### src/rtl/adv_pkg.sv
// types, constants and helpers of the adc divider voltage averager
`timescale 1ns / 1ps
package adv_pkg;

    // default window length
    localparam int unsigned ADV_SAMPLES = 16;

    // field widths
    localparam int SAMPLE_W   = 12;
    localparam int CHAN_W     = 4;
    localparam int VOLT_W     = 20;
    localparam int REF_W      = 13;
    localparam int CORR_W     = 12;
    localparam int THR_W      = 10;
    localparam int CFG_IDX_W  = 2;
    localparam int CFG_DATA_W = 13;

    // config register indexes
    localparam logic [CFG_IDX_W-1:0] CFG_FILTER = 2'd0;
    localparam logic [CFG_IDX_W-1:0] CFG_REF    = 2'd1;
    localparam logic [CFG_IDX_W-1:0] CFG_CORR   = 2'd2;
    localparam logic [CFG_IDX_W-1:0] CFG_THR    = 2'd3;

    localparam logic [REF_W-1:0] REF_RESET = 13'd3300;
    localparam logic [THR_W-1:0] THR_RESET = 10'd100;

    localparam logic [VOLT_W-1:0] VOLT_MAX = 20'hFFFFF;

    // datapath widths
    localparam int VAL_W   = 20;    // one sample value, signed
    localparam int SUM_W   = 29;    // window sum, signed
    localparam int POLY_W  = 52;    // cubic in q32, signed
    localparam int MUL_A_W = 41;
    localparam int MUL_B_W = 18;
    localparam int MUL_P_W = MUL_A_W + MUL_B_W;
    localparam int K_W     = 17;    // ref_millivolts * 11
    localparam int NUM_W   = 38;    // dividend, signed
    localparam int QUOT_W  = NUM_W + 1;
    localparam int DEN_W   = 13;
    localparam int MEAN_MAG_W = 29; // window sum magnitude, ceil term included
    localparam int RECIP_W    = 30; // reciprocal of the window length
    localparam int FOLD_W     = 12; // 4095 = 2^12 - 1

    localparam logic [DEN_W-1:0] ADC_FULL_SCALE = 13'd4095;

    // cubic coefficients in q32; c0 carries the +0.5 rounding term
    localparam logic signed [POLY_W-1:0] COEF_C3  = -52'sd17045;
    localparam logic signed [POLY_W-1:0] COEF_C2  = 52'sd2317324;
    localparam logic signed [POLY_W-1:0] COEF_C1  = 52'sd1694190585;
    localparam logic signed [POLY_W-1:0] COEF_C0R = 52'sd930411199086;

    // horner step coefficient select
    localparam logic [1:0] COEF_SEL_C2 = 2'd0;
    localparam logic [1:0] COEF_SEL_C1 = 2'd1;
    localparam logic [1:0] COEF_SEL_C0 = 2'd2;

    // divider dividend select
    localparam logic DIV_SEL_MEAN = 1'b0;
    localparam logic DIV_SEL_VOLT = 1'b1;

    typedef struct packed {
        logic [SAMPLE_W-1:0] adc_sample;
        logic [CHAN_W-1:0]   channel;
    } t_in;

    typedef struct packed {
        logic [VOLT_W-1:0] voltage_mv;
        logic [CHAN_W-1:0] result_channel;
    } t_out;

    typedef struct packed {
        logic       load_in;
        logic       chan_lat;
        logic       poly_step;
        logic [1:0] coef_sel;
        logic       acc_add;
        logic       sum_clr;
        logic       div_start;
        logic       div_sel;
        logic       mean_ld;
        logic       prod_ld;
        logic       out_ld;
    } t_cmd;

    typedef struct packed {
        logic filter_en;
        logic div_busy;
    } t_sts;

    function automatic logic signed [POLY_W-1:0] coef_of(input logic [1:0] sel);
        logic signed [POLY_W-1:0] c;
        case (sel)
            COEF_SEL_C2: c = COEF_C2;
            COEF_SEL_C1: c = COEF_C1;
            default:     c = COEF_C0R;
        endcase
        return c;
    endfunction

endpackage

### src/rtl/adv_div.sv
// constant divider (window length or adc full scale) with floor rounding for signed dividends
`timescale 1ns / 1ps
module adv_div
    import adv_pkg::*;
#(
    parameter int unsigned SAMPLES = ADV_SAMPLES
) (
    input  logic                     i_clk,
    input  logic                     i_rst_n,
    input  logic                     i_start,
    input  logic                     i_sel,
    input  logic signed [NUM_W-1:0]  i_num,
    output logic                     o_busy,
    output logic signed [QUOT_W-1:0] o_quot
);

    // reciprocal of the window length, exact for magnitudes below 2^MEAN_MAG_W
    localparam int MEAN_SHIFT = MEAN_MAG_W + $clog2(SAMPLES);
    localparam logic [RECIP_W-1:0] MEAN_RECIP =
        RECIP_W'(((64'd1 << MEAN_SHIFT) + 64'(SAMPLES) - 64'd1) / 64'(SAMPLES));
    localparam int PROD_W = MEAN_MAG_W + RECIP_W;

    logic             r_busy, n_busy;
    logic             r_sel, n_sel;
    logic             r_neg, n_neg;
    logic [NUM_W-1:0] r_rem, n_rem;
    logic [NUM_W-1:0] r_q, n_q;

    logic [NUM_W-1:0]  w_den;
    logic [NUM_W-1:0]  w_mag;
    logic [PROD_W-1:0] w_mean_prod;
    logic [NUM_W-1:0]  w_fold_hi;

    assign w_den = (i_sel == DIV_SEL_MEAN) ? NUM_W'(SAMPLES) : NUM_W'(ADC_FULL_SCALE);

    // floor for negatives: -ceil(|n| / d)
    assign w_mag = i_num[NUM_W-1]
                 ? NUM_W'(-i_num) + w_den - NUM_W'(1)
                 : NUM_W'(i_num);

    assign w_mean_prod = PROD_W'(r_rem[MEAN_MAG_W-1:0]) * PROD_W'(MEAN_RECIP);

    // each 4096 in the remainder is one more quotient step and 1 left over
    assign w_fold_hi = r_rem >> FOLD_W;

    always_comb begin
        n_busy = r_busy;
        n_sel  = r_sel;
        n_neg  = r_neg;
        n_rem  = r_rem;
        n_q    = r_q;
        if (i_start) begin
            n_busy = 1'b1;
            n_sel  = i_sel;
            n_neg  = i_num[NUM_W-1];
            n_rem  = w_mag;
            n_q    = '0;
        end else if (r_busy) begin
            if (r_sel == DIV_SEL_MEAN) begin
                n_q    = NUM_W'(w_mean_prod >> MEAN_SHIFT);
                n_busy = 1'b0;
            end else if (w_fold_hi != '0) begin
                n_q   = r_q + w_fold_hi;
                n_rem = NUM_W'(r_rem[FOLD_W-1:0]) + w_fold_hi;
            end else begin
                // remainder now below 4096; only 4095 itself holds one more
                if (r_rem[FOLD_W-1:0] == FOLD_W'(ADC_FULL_SCALE)) begin
                    n_q = r_q + NUM_W'(1);
                end
                n_busy = 1'b0;
            end
        end
    end

    always_ff @(posedge i_clk) begin
        if (!i_rst_n) begin
            r_busy <= 1'b0;
        end else begin
            r_busy <= n_busy;
        end
        r_sel <= n_sel;
        r_neg <= n_neg;
        r_rem <= n_rem;
        r_q   <= n_q;
    end

    assign o_busy = r_busy;
    assign o_quot = r_neg ? -$signed({1'b0, r_q}) : $signed({1'b0, r_q});

endmodule

### src/rtl/adv_dp.sv
// datapath: config registers, shared multiplier, accumulator, divider, output stage
`timescale 1ns / 1ps
module adv_dp
    import adv_pkg::*;
#(
    parameter int unsigned SAMPLES = ADV_SAMPLES
) (
    input  logic                  i_clk,
    input  logic                  i_rst_n,
    input  logic                  i_cfg_we,
    input  logic [CFG_IDX_W-1:0]  i_cfg_idx,
    input  logic [CFG_DATA_W-1:0] i_cfg_data,
    input  t_in                   i_in,
    input  t_cmd                  i_cmd,
    output t_sts                  o_sts,
    output t_out                  o_out
);

    logic                     r_filter;
    logic [REF_W-1:0]         r_ref;
    logic signed [CORR_W-1:0] r_corr;
    logic [THR_W-1:0]         r_thr;

    logic [SAMPLE_W-1:0]      r_x;
    logic                     r_filt;
    logic signed [POLY_W-1:0] r_poly;
    logic signed [SUM_W-1:0]  r_sum;
    logic [CHAN_W-1:0]        r_wchan;
    logic signed [VAL_W-1:0]  r_mean;
    logic signed [NUM_W-1:0]  r_prod;
    t_out                     r_out;

    logic [K_W-1:0]              w_k;
    logic signed [MUL_A_W-1:0]   w_mul_a;
    logic signed [MUL_B_W-1:0]   w_mul_b;
    logic signed [MUL_P_W-1:0]   w_prod;
    logic signed [VAL_W-1:0]     w_val;
    logic signed [NUM_W-1:0]     w_num;
    logic                        w_busy;
    logic signed [QUOT_W-1:0]    w_quot;
    logic signed [QUOT_W:0]      w_trim;
    logic [VOLT_W-1:0]           w_volt;

    // ref * 11 by shifts
    assign w_k = (K_W'(r_ref) << 3) + (K_W'(r_ref) << 1) + K_W'(r_ref);

    assign w_mul_a = i_cmd.poly_step ? r_poly[MUL_A_W-1:0] : MUL_A_W'(r_mean);
    assign w_mul_b = i_cmd.poly_step ? $signed(MUL_B_W'(r_x)) : $signed(MUL_B_W'(w_k));
    assign w_prod  = MUL_P_W'(w_mul_a) * MUL_P_W'(w_mul_b);

    // rounded cubic count is the integer part of the q32 value
    assign w_val = r_filt ? r_poly[POLY_W-1:32] : $signed(VAL_W'(r_x));

    assign w_num = (i_cmd.div_sel == DIV_SEL_MEAN) ? NUM_W'(r_sum) : r_prod;

    adv_div #(
        .SAMPLES (SAMPLES)
    ) u_div (
        .i_clk   (i_clk),
        .i_rst_n (i_rst_n),
        .i_start (i_cmd.div_start),
        .i_sel   (i_cmd.div_sel),
        .i_num   (w_num),
        .o_busy  (w_busy),
        .o_quot  (w_quot)
    );

    // threshold, offset and clamp
    assign w_trim = (QUOT_W + 1)'(w_quot) + (QUOT_W + 1)'(r_corr);
    always_comb begin
        if (w_quot < $signed({1'b0, r_thr})) begin
            w_volt = '0;
        end else if (w_trim < 0) begin
            w_volt = '0;
        end else if (w_trim > $signed({1'b0, VOLT_MAX})) begin
            w_volt = VOLT_MAX;
        end else begin
            w_volt = w_trim[VOLT_W-1:0];
        end
    end

    always_ff @(posedge i_clk) begin
        if (!i_rst_n) begin
            r_filter <= 1'b0;
            r_ref    <= REF_RESET;
            r_corr   <= '0;
            r_thr    <= THR_RESET;
            r_sum    <= '0;
            r_wchan  <= '0;
        end else begin
            if (i_cfg_we) begin
                unique case (i_cfg_idx)
                    CFG_FILTER: r_filter <= i_cfg_data[0];
                    CFG_REF:    r_ref    <= i_cfg_data[REF_W-1:0];
                    CFG_CORR:   r_corr   <= $signed(i_cfg_data[CORR_W-1:0]);
                    CFG_THR:    r_thr    <= i_cfg_data[THR_W-1:0];
                    default:    ;
                endcase
            end
            if (i_cmd.sum_clr) begin
                r_sum <= '0;
            end else if (i_cmd.acc_add) begin
                r_sum <= r_sum + SUM_W'(w_val);
            end
            if (i_cmd.load_in && i_cmd.chan_lat) begin
                r_wchan <= i_in.channel;
            end
        end
    end

    always_ff @(posedge i_clk) begin
        if (i_cmd.load_in) begin
            r_x    <= i_in.adc_sample;
            r_filt <= r_filter;
            r_poly <= COEF_C3;
        end else if (i_cmd.poly_step) begin
            r_poly <= w_prod[POLY_W-1:0] + coef_of(i_cmd.coef_sel);
        end
        if (i_cmd.mean_ld) begin
            r_mean <= w_quot[VAL_W-1:0];
        end
        if (i_cmd.prod_ld) begin
            r_prod <= w_prod[NUM_W-1:0];
        end
        if (i_cmd.out_ld) begin
            r_out.voltage_mv     <= w_volt;
            r_out.result_channel <= r_wchan;
        end
    end

    assign o_sts.filter_en = r_filter;
    assign o_sts.div_busy  = w_busy;
    assign o_out           = r_out;

endmodule

### src/rtl/adv_ctrl.sv
// controller: sample sequencing, window count, divide steps and output handshake
`timescale 1ns / 1ps
module adv_ctrl
    import adv_pkg::*;
#(
    parameter int unsigned SAMPLES = ADV_SAMPLES
) (
    input  logic i_clk,
    input  logic i_rst_n,
    input  logic i_in_valid,
    output logic o_in_ready,
    output logic o_out_valid,
    input  logic i_out_ready,
    input  t_sts i_sts,
    output t_cmd o_cmd
);

    localparam int CNT_W = (SAMPLES > 1) ? $clog2(SAMPLES) : 1;

    localparam logic [3:0] S_IDLE  = 4'd0;
    localparam logic [3:0] S_MAC   = 4'd1;
    localparam logic [3:0] S_ACC   = 4'd2;
    localparam logic [3:0] S_DIV1  = 4'd3;
    localparam logic [3:0] S_WAIT1 = 4'd4;
    localparam logic [3:0] S_MUL   = 4'd5;
    localparam logic [3:0] S_DIV2  = 4'd6;
    localparam logic [3:0] S_WAIT2 = 4'd7;
    localparam logic [3:0] S_OUT   = 4'd8;

    logic [3:0]       r_state, n_state;
    logic [1:0]       r_step, n_step;
    logic [CNT_W-1:0] r_cnt, n_cnt;
    logic             r_ovalid, n_ovalid;
    logic             w_last;

    assign w_last = (r_cnt == CNT_W'(SAMPLES - 1));

    always_comb begin
        n_state  = r_state;
        n_step   = r_step;
        n_cnt    = r_cnt;
        n_ovalid = (r_ovalid && !i_out_ready);
        o_cmd    = '0;
        unique case (r_state)
            S_IDLE: begin
                if (i_in_valid) begin
                    o_cmd.load_in  = 1'b1;
                    o_cmd.chan_lat = (r_cnt == '0);
                    n_step         = COEF_SEL_C2;
                    n_state        = i_sts.filter_en ? S_MAC : S_ACC;
                end
            end
            S_MAC: begin
                o_cmd.poly_step = 1'b1;
                o_cmd.coef_sel  = r_step;
                if (r_step == COEF_SEL_C0) begin
                    n_state = S_ACC;
                end else begin
                    n_step = r_step + 2'd1;
                end
            end
            S_ACC: begin
                o_cmd.acc_add = 1'b1;
                if (w_last) begin
                    n_cnt   = '0;
                    n_state = S_DIV1;
                end else begin
                    n_cnt   = r_cnt + CNT_W'(1);
                    n_state = S_IDLE;
                end
            end
            S_DIV1: begin
                o_cmd.div_start = 1'b1;
                o_cmd.div_sel   = DIV_SEL_MEAN;
                o_cmd.sum_clr   = 1'b1;
                n_state         = S_WAIT1;
            end
            S_WAIT1: begin
                if (!i_sts.div_busy) begin
                    o_cmd.mean_ld = 1'b1;
                    n_state       = S_MUL;
                end
            end
            S_MUL: begin
                o_cmd.prod_ld = 1'b1;
                n_state       = S_DIV2;
            end
            S_DIV2: begin
                o_cmd.div_start = 1'b1;
                o_cmd.div_sel   = DIV_SEL_VOLT;
                n_state         = S_WAIT2;
            end
            S_WAIT2: begin
                if (!i_sts.div_busy) begin
                    n_state = S_OUT;
                end
            end
            S_OUT: begin
                if (!r_ovalid || i_out_ready) begin
                    o_cmd.out_ld = 1'b1;
                    n_ovalid     = 1'b1;
                    n_state      = S_IDLE;
                end
            end
            default: begin
                n_state = S_IDLE;
            end
        endcase
    end

    always_ff @(posedge i_clk) begin
        if (!i_rst_n) begin
            r_state  <= S_IDLE;
            r_step   <= '0;
            r_cnt    <= '0;
            r_ovalid <= 1'b0;
        end else begin
            r_state  <= n_state;
            r_step   <= n_step;
            r_cnt    <= n_cnt;
            r_ovalid <= n_ovalid;
        end
    end

    assign o_in_ready  = (r_state == S_IDLE);
    assign o_out_valid = r_ovalid;

endmodule

### src/rtl/adc_divider_voltage_averager_core.sv
// top level of the adc divider voltage averager
//
// input channel: one adc sample and its channel number per transaction
// (i_in_valid / o_in_ready); the channel of a window's first sample tags it.
// output channel: one averaged reading per window of SAMPLES transactions
// (o_out_valid / i_out_ready), voltage in mV and the window's channel.
// config port: i_cfg_we writes i_cfg_data into register i_cfg_idx
// (0 filter enable, 1 reference mV, 2 signed offset mV, 3 zero threshold mV);
// write only while the block is idle.
// per sample, with the filter off: accept, accumulate; with it on: accept, three
// horner steps on the shared multiplier, accumulate.
// window end: the mean is one reciprocal multiply, then the scaling multiply,
// then the divide by 4095 folds the remainder twelve bits per cycle (one to
// five steps), then the output load.
// the result sits in an output register, so the next window's samples are
// taken while the receiver stalls; only the next window end waits for it.
// reset (synchronous, active low) restores the register defaults, clears the
// window sum, count and channel, and drops o_out_valid.
`timescale 1ns / 1ps
module adc_divider_voltage_averager_core
    import adv_pkg::*;
#(
    parameter int unsigned SAMPLES = ADV_SAMPLES
) (
    input  logic                  i_clk,
    input  logic                  i_rst_n,
    // sample transactions
    input  logic                  i_in_valid,
    output logic                  o_in_ready,
    input  t_in                   i_in_data,
    // result transactions
    output logic                  o_out_valid,
    input  logic                  i_out_ready,
    output t_out                  o_out_data,
    // config writes
    input  logic                  i_cfg_we,
    input  logic [CFG_IDX_W-1:0]  i_cfg_idx,
    input  logic [CFG_DATA_W-1:0] i_cfg_data
);

    t_cmd w_cmd;   // controller to datapath
    t_sts w_sts;   // datapath to controller

    // sequencing, window counter and output valid
    adv_ctrl #(
        .SAMPLES (SAMPLES)
    ) u_ctrl (
        .i_clk       (i_clk),
        .i_rst_n     (i_rst_n),
        .i_in_valid  (i_in_valid),
        .o_in_ready  (o_in_ready),
        .o_out_valid (o_out_valid),
        .i_out_ready (i_out_ready),
        .i_sts       (w_sts),
        .o_cmd       (w_cmd)
    );

    // arithmetic, config registers and result register
    adv_dp #(
        .SAMPLES (SAMPLES)
    ) u_dp (
        .i_clk      (i_clk),
        .i_rst_n    (i_rst_n),
        .i_cfg_we   (i_cfg_we),
        .i_cfg_idx  (i_cfg_idx),
        .i_cfg_data (i_cfg_data),
        .i_in       (i_in_data),
        .i_cmd      (w_cmd),
        .o_sts      (w_sts),
        .o_out      (o_out_data)
    );

endmodule

### config.mk
export PLATFORM = sky130hd
export DESIGN_NAME = adc_divider_voltage_averager_core
export DESIGN_NICKNAME = d
export VERILOG_FILES = /design/src/rtl/adv_pkg.sv /design/src/rtl/adv_div.sv /design/src/rtl/adv_dp.sv /design/src/rtl/adv_ctrl.sv /design/src/rtl/adc_divider_voltage_averager_core.sv
export SDC_FILE = /design/constraint.sdc
export NUM_CORES = 2
export LEC_CHECK = 0
export BUFFER_PORTS_ARGS = -buffer_cell sky130_fd_sc_hd__buf_2
export CORE_UTILIZATION = 55
export CTS_BUF_LIST = sky130_fd_sc_hd__clkbuf_16
export CTS_CLUSTER_SIZE = 25
export DETAILED_ROUTE_END_ITERATION = 12
export PLACE_DENSITY = 0.75
export SLEW_MARGIN = 20
export SYNTH_ARGS = -nofsm -noshare
export SYNTH_HDL_FRONTEND = slang
export SYNTH_SLANG_ARGS = --single-unit
### constraint.sdc
create_clock -name i_clk -period 12.5 [get_ports i_clk]
set_clock_uncertainty 0.1 [all_clocks]
set_input_delay 3.125 -clock i_clk [delete_from_list [all_inputs] [get_ports i_clk]]
set_output_delay 3.125 -clock i_clk [all_outputs]
set_load 0.1 [all_outputs]
==> metrics.md <==
| Metric | Value |
|---|---|
| Register Area | 0.00748 mm2 |
| WL met3 | 12400 um |
| Hold Crit Start | u_dp.r_wchan[3] |
| Total clock sinks | 306 |
| Hold WS | 332 ps |
| Most numerous cell on the critical path | fa_1 |
| Status | finished, final reports clean |
| Post-CTS Setup Bufs | 0 |
| GRT Util Overall | 33.0% |
| Routed Antenna Nets | 0 |
| Top Metal Used | met4 |
| Crit path buffers/inverters | 6 |
| Yosys top cell area share | 27.7% |
| Setup Viol. Count Final | 0 |
| Port-buffer cells | 61 |
| Largest net degree at the start of global routing | 53 |
| Most instantiated cells after synthesis | nand2_1 (874), inv_1 (817), fa_1 (615), nor2_1 (318), ha_1 (285) |
| TNS Setup | 0 ps |
| I/O pin count | 62 |
| Multi-input gate area | 0.0329 mm2 |
| Slew HR | 27.3% |
| Max-cap violation count | 0 |
| Hold crit path type | register to register |
| Tmin final | 11390 ps |
| Period Utilization, post-route | 91.1% |
| Final Util | 58.9% |
| Actual slew at the worst max-slew pin | 1090 ps |
| DR pass1 iterations | 5 |
| CP peak stage delay | 640 ps |
| Clk root buf | clkbuf_16 |
| CP required | 12910 ps |
| Reg2Reg Setup Slack | 1110 ps |
| Core area | 0.0794 mm2 |
| Slowest cell on crit path | and2_1 |
| Post-Route M1 WL | 53400 um |
| Drt drc | 0 |
| Async set-reset flop share out of synthesis | 0% |
| Cell with the most instances after synthesis | nand2_1 |
| Placer congestion estimate | 0.994 |
| Detailed Route WL | 135000 um |
| Post-synth top area cell | fa_1 |
| Synth warn | 0 |
| DIE HEIGHT | 286 um |
| #FFs+latches synth | 306 |
| Worst EP arrival | 11800 ps |
| Post-detail-place hpwl | 108000 um |
| Startpoint types | register |
| H-Tree Depth | 1 |
| Synth Area per Inst | 8.42 um2 |
| Final Hold Vio Count | 0 |
| Die Span X | 286 um |
| Crit path max-delay family | adder cells |
| Vias/cell | 5.94 |
| Clk pin slew, worst setup/hold paths | 70 ps |
| Vias after detailed routing | 37300 |
| TritonCTS buffer count | 31 |
| Cell Rows | 103 |
| Starting DRT DRC Count | 3126 |
| Register area share after synthesis | 16.8% |
| Worst-skew pair later-pin latency | 620 ps |
| CTS resizes | 0 |
| Initial antenna violation count | 1 |
| Global route overflow | 0 |
| CP Launch Point | u_dp.r_ref[0] |
| Syn nets | 6213 |
| Area Growth Syn to Fin | 5.24% |
| Fillers | 7103 |
| First-pass GRT wire length | 209000 um |
| CTS tree | yes |
| Initial core utilization | 56.0% |
| DR WL/cell | 21.5 um |
| CP Max Fanout | 16 |
| Fraction of final layout cells sized beyond drive strength 1 | 5.50% |
| Vias in the first global route | 36700 |
| Mapped cell area | 0.0444 mm2 |
| Synth top area cells | fa_1 (28%), edfxtp_1 (9.1%), ha_1 (8.0%) |
| Final #Nets | 6133 |
| Crit. End Element | register |
| Post-synth EDFFs | 135 |
| Reg2reg start | u_dp.r_ref[0] |
| Die ar. | 0.0819 mm2 |
| Critical path class | register to register |
| Post-synth cell types | 100 |
| Unrepaired setup endpoints after global routing | false |
| Max Slew Vio Count | 0 |
| Cts hold-fix bufs | 0 |
| Synth Flop Type | dfxtp_1 |
| Peak Freq | 87.8 MHz |
| Metal2 WL | 62500 um |
| Synth Instances | 5277 |
| CTS Buffer Depth | 3 |
[final timing paths]
path                           to  cells past startpoint
setup / recovery  u_dp.r_poly[50]                     40
hold / removal      u_dp.o_out[3]                      0
setup reg to reg  u_dp.r_poly[50]                     40
hold reg to reg     u_dp.o_out[3]                      0
[area by class of cell]
class                   count  share of cell area (%)
flip-flops and latches    306                    16.0
well taps                1050                    2.81
inverters                 820                    6.58
clock buffers              31                    1.66
repair buffers            146                    2.02
multi-input cells        3892                    70.3
clock inverters            27                   0.575
diodes                      1                 0.00535
[placed cells by master (no fill, tap or decap), types with 35 or more instances in the layout]
master,netlist,routed
nand2_1,874,874
a31oi_1,45,45
xnor2_1,186,186
fa_1,615,615
o21ai_0,151,148
o211ai_1,55,55
edfxtp_1,135,135
a21o_1,77,77
dfxtp_1,171,170
and3_1,42,42
or3_1,38,38
nor2b_1,41,41
xor2_1,77,77
a211oi_1,35,35
nor2_1,318,315
o21a_1,44,44
ha_1,285,285
buf_4,1,85
a21oi_1,276,274
buf_2,2,61
nor3_1,75,74
mux2i_1,51,50
and2_1,84,84
nand2b_1,37,37
inv_1,817,820
nand3_1,97,97
[worst register-to-register path: cells and delay by family (launching register included)]
kind | cells | cell delay [ps]
AO/OA/AOI/OAI | 14 | 3970
adder cells (fa/ha/maj) | 10 | 4360
buffers and inverters | 6 | 570
flip-flops | 1 | 370
AND/OR/NAND/NOR | 7 | 1550
XOR/XNOR | 3 | 350
[sequential cells by signal, indices dropped and copies added (netlist names), 10 cells and up]
name,count
u_dp.o_out,24
u_dp.u_div.r_rem,38
u_dp.r_thr,10
u_dp.r_x,12
u_dp.u_div.r_q,38
u_dp.r_ref,13
u_dp.r_mean,20
u_dp.r_poly,52
u_dp.r_sum,29
u_dp.r_corr,12
u_dp.r_prod,38
[layer usage]
layer / up-vias / track usage, %
li1: 17000 / -
met1: 18300 / 42.8
met2: 1673 / 54.0
met3: 341 / 6.50
met4: 0 / 14.0
met5: - / 0
[per-stage QoR]
| step | cell area [um2] | instances | setup WS [ps] |
|---|---|---|---|
| 3_5_place_dp | 45700 | 6214 | 1190 |
| 4_1_cts | 46700 | 6272 | 1170 |
| 5_1_grt | 46700 | 6272 | 283 |
| 3_3_place_gp | 45700 | 6214 | 1390 |
| 2_1_floorplan | 44400 | 5277 | 2530 |
| 6_report | 46700 | 6273 | 1110 |
[cells by family after synthesis]
logic type / Yosys count / synth area share [%]
fa+ha+maj: 900 / 35.7
xor+xnor: 264 / 5.24
simple gates: 1741 / 17.7
mux: 63 / 1.45
compound gates: 924 / 13.7
flops: 306 / 16.8
buf+inv: 1079 / 9.32
Power is left out: the tool's default activity adds up to more than one toggle a clock period on the data nets, which glitch-free logic cannot reach.
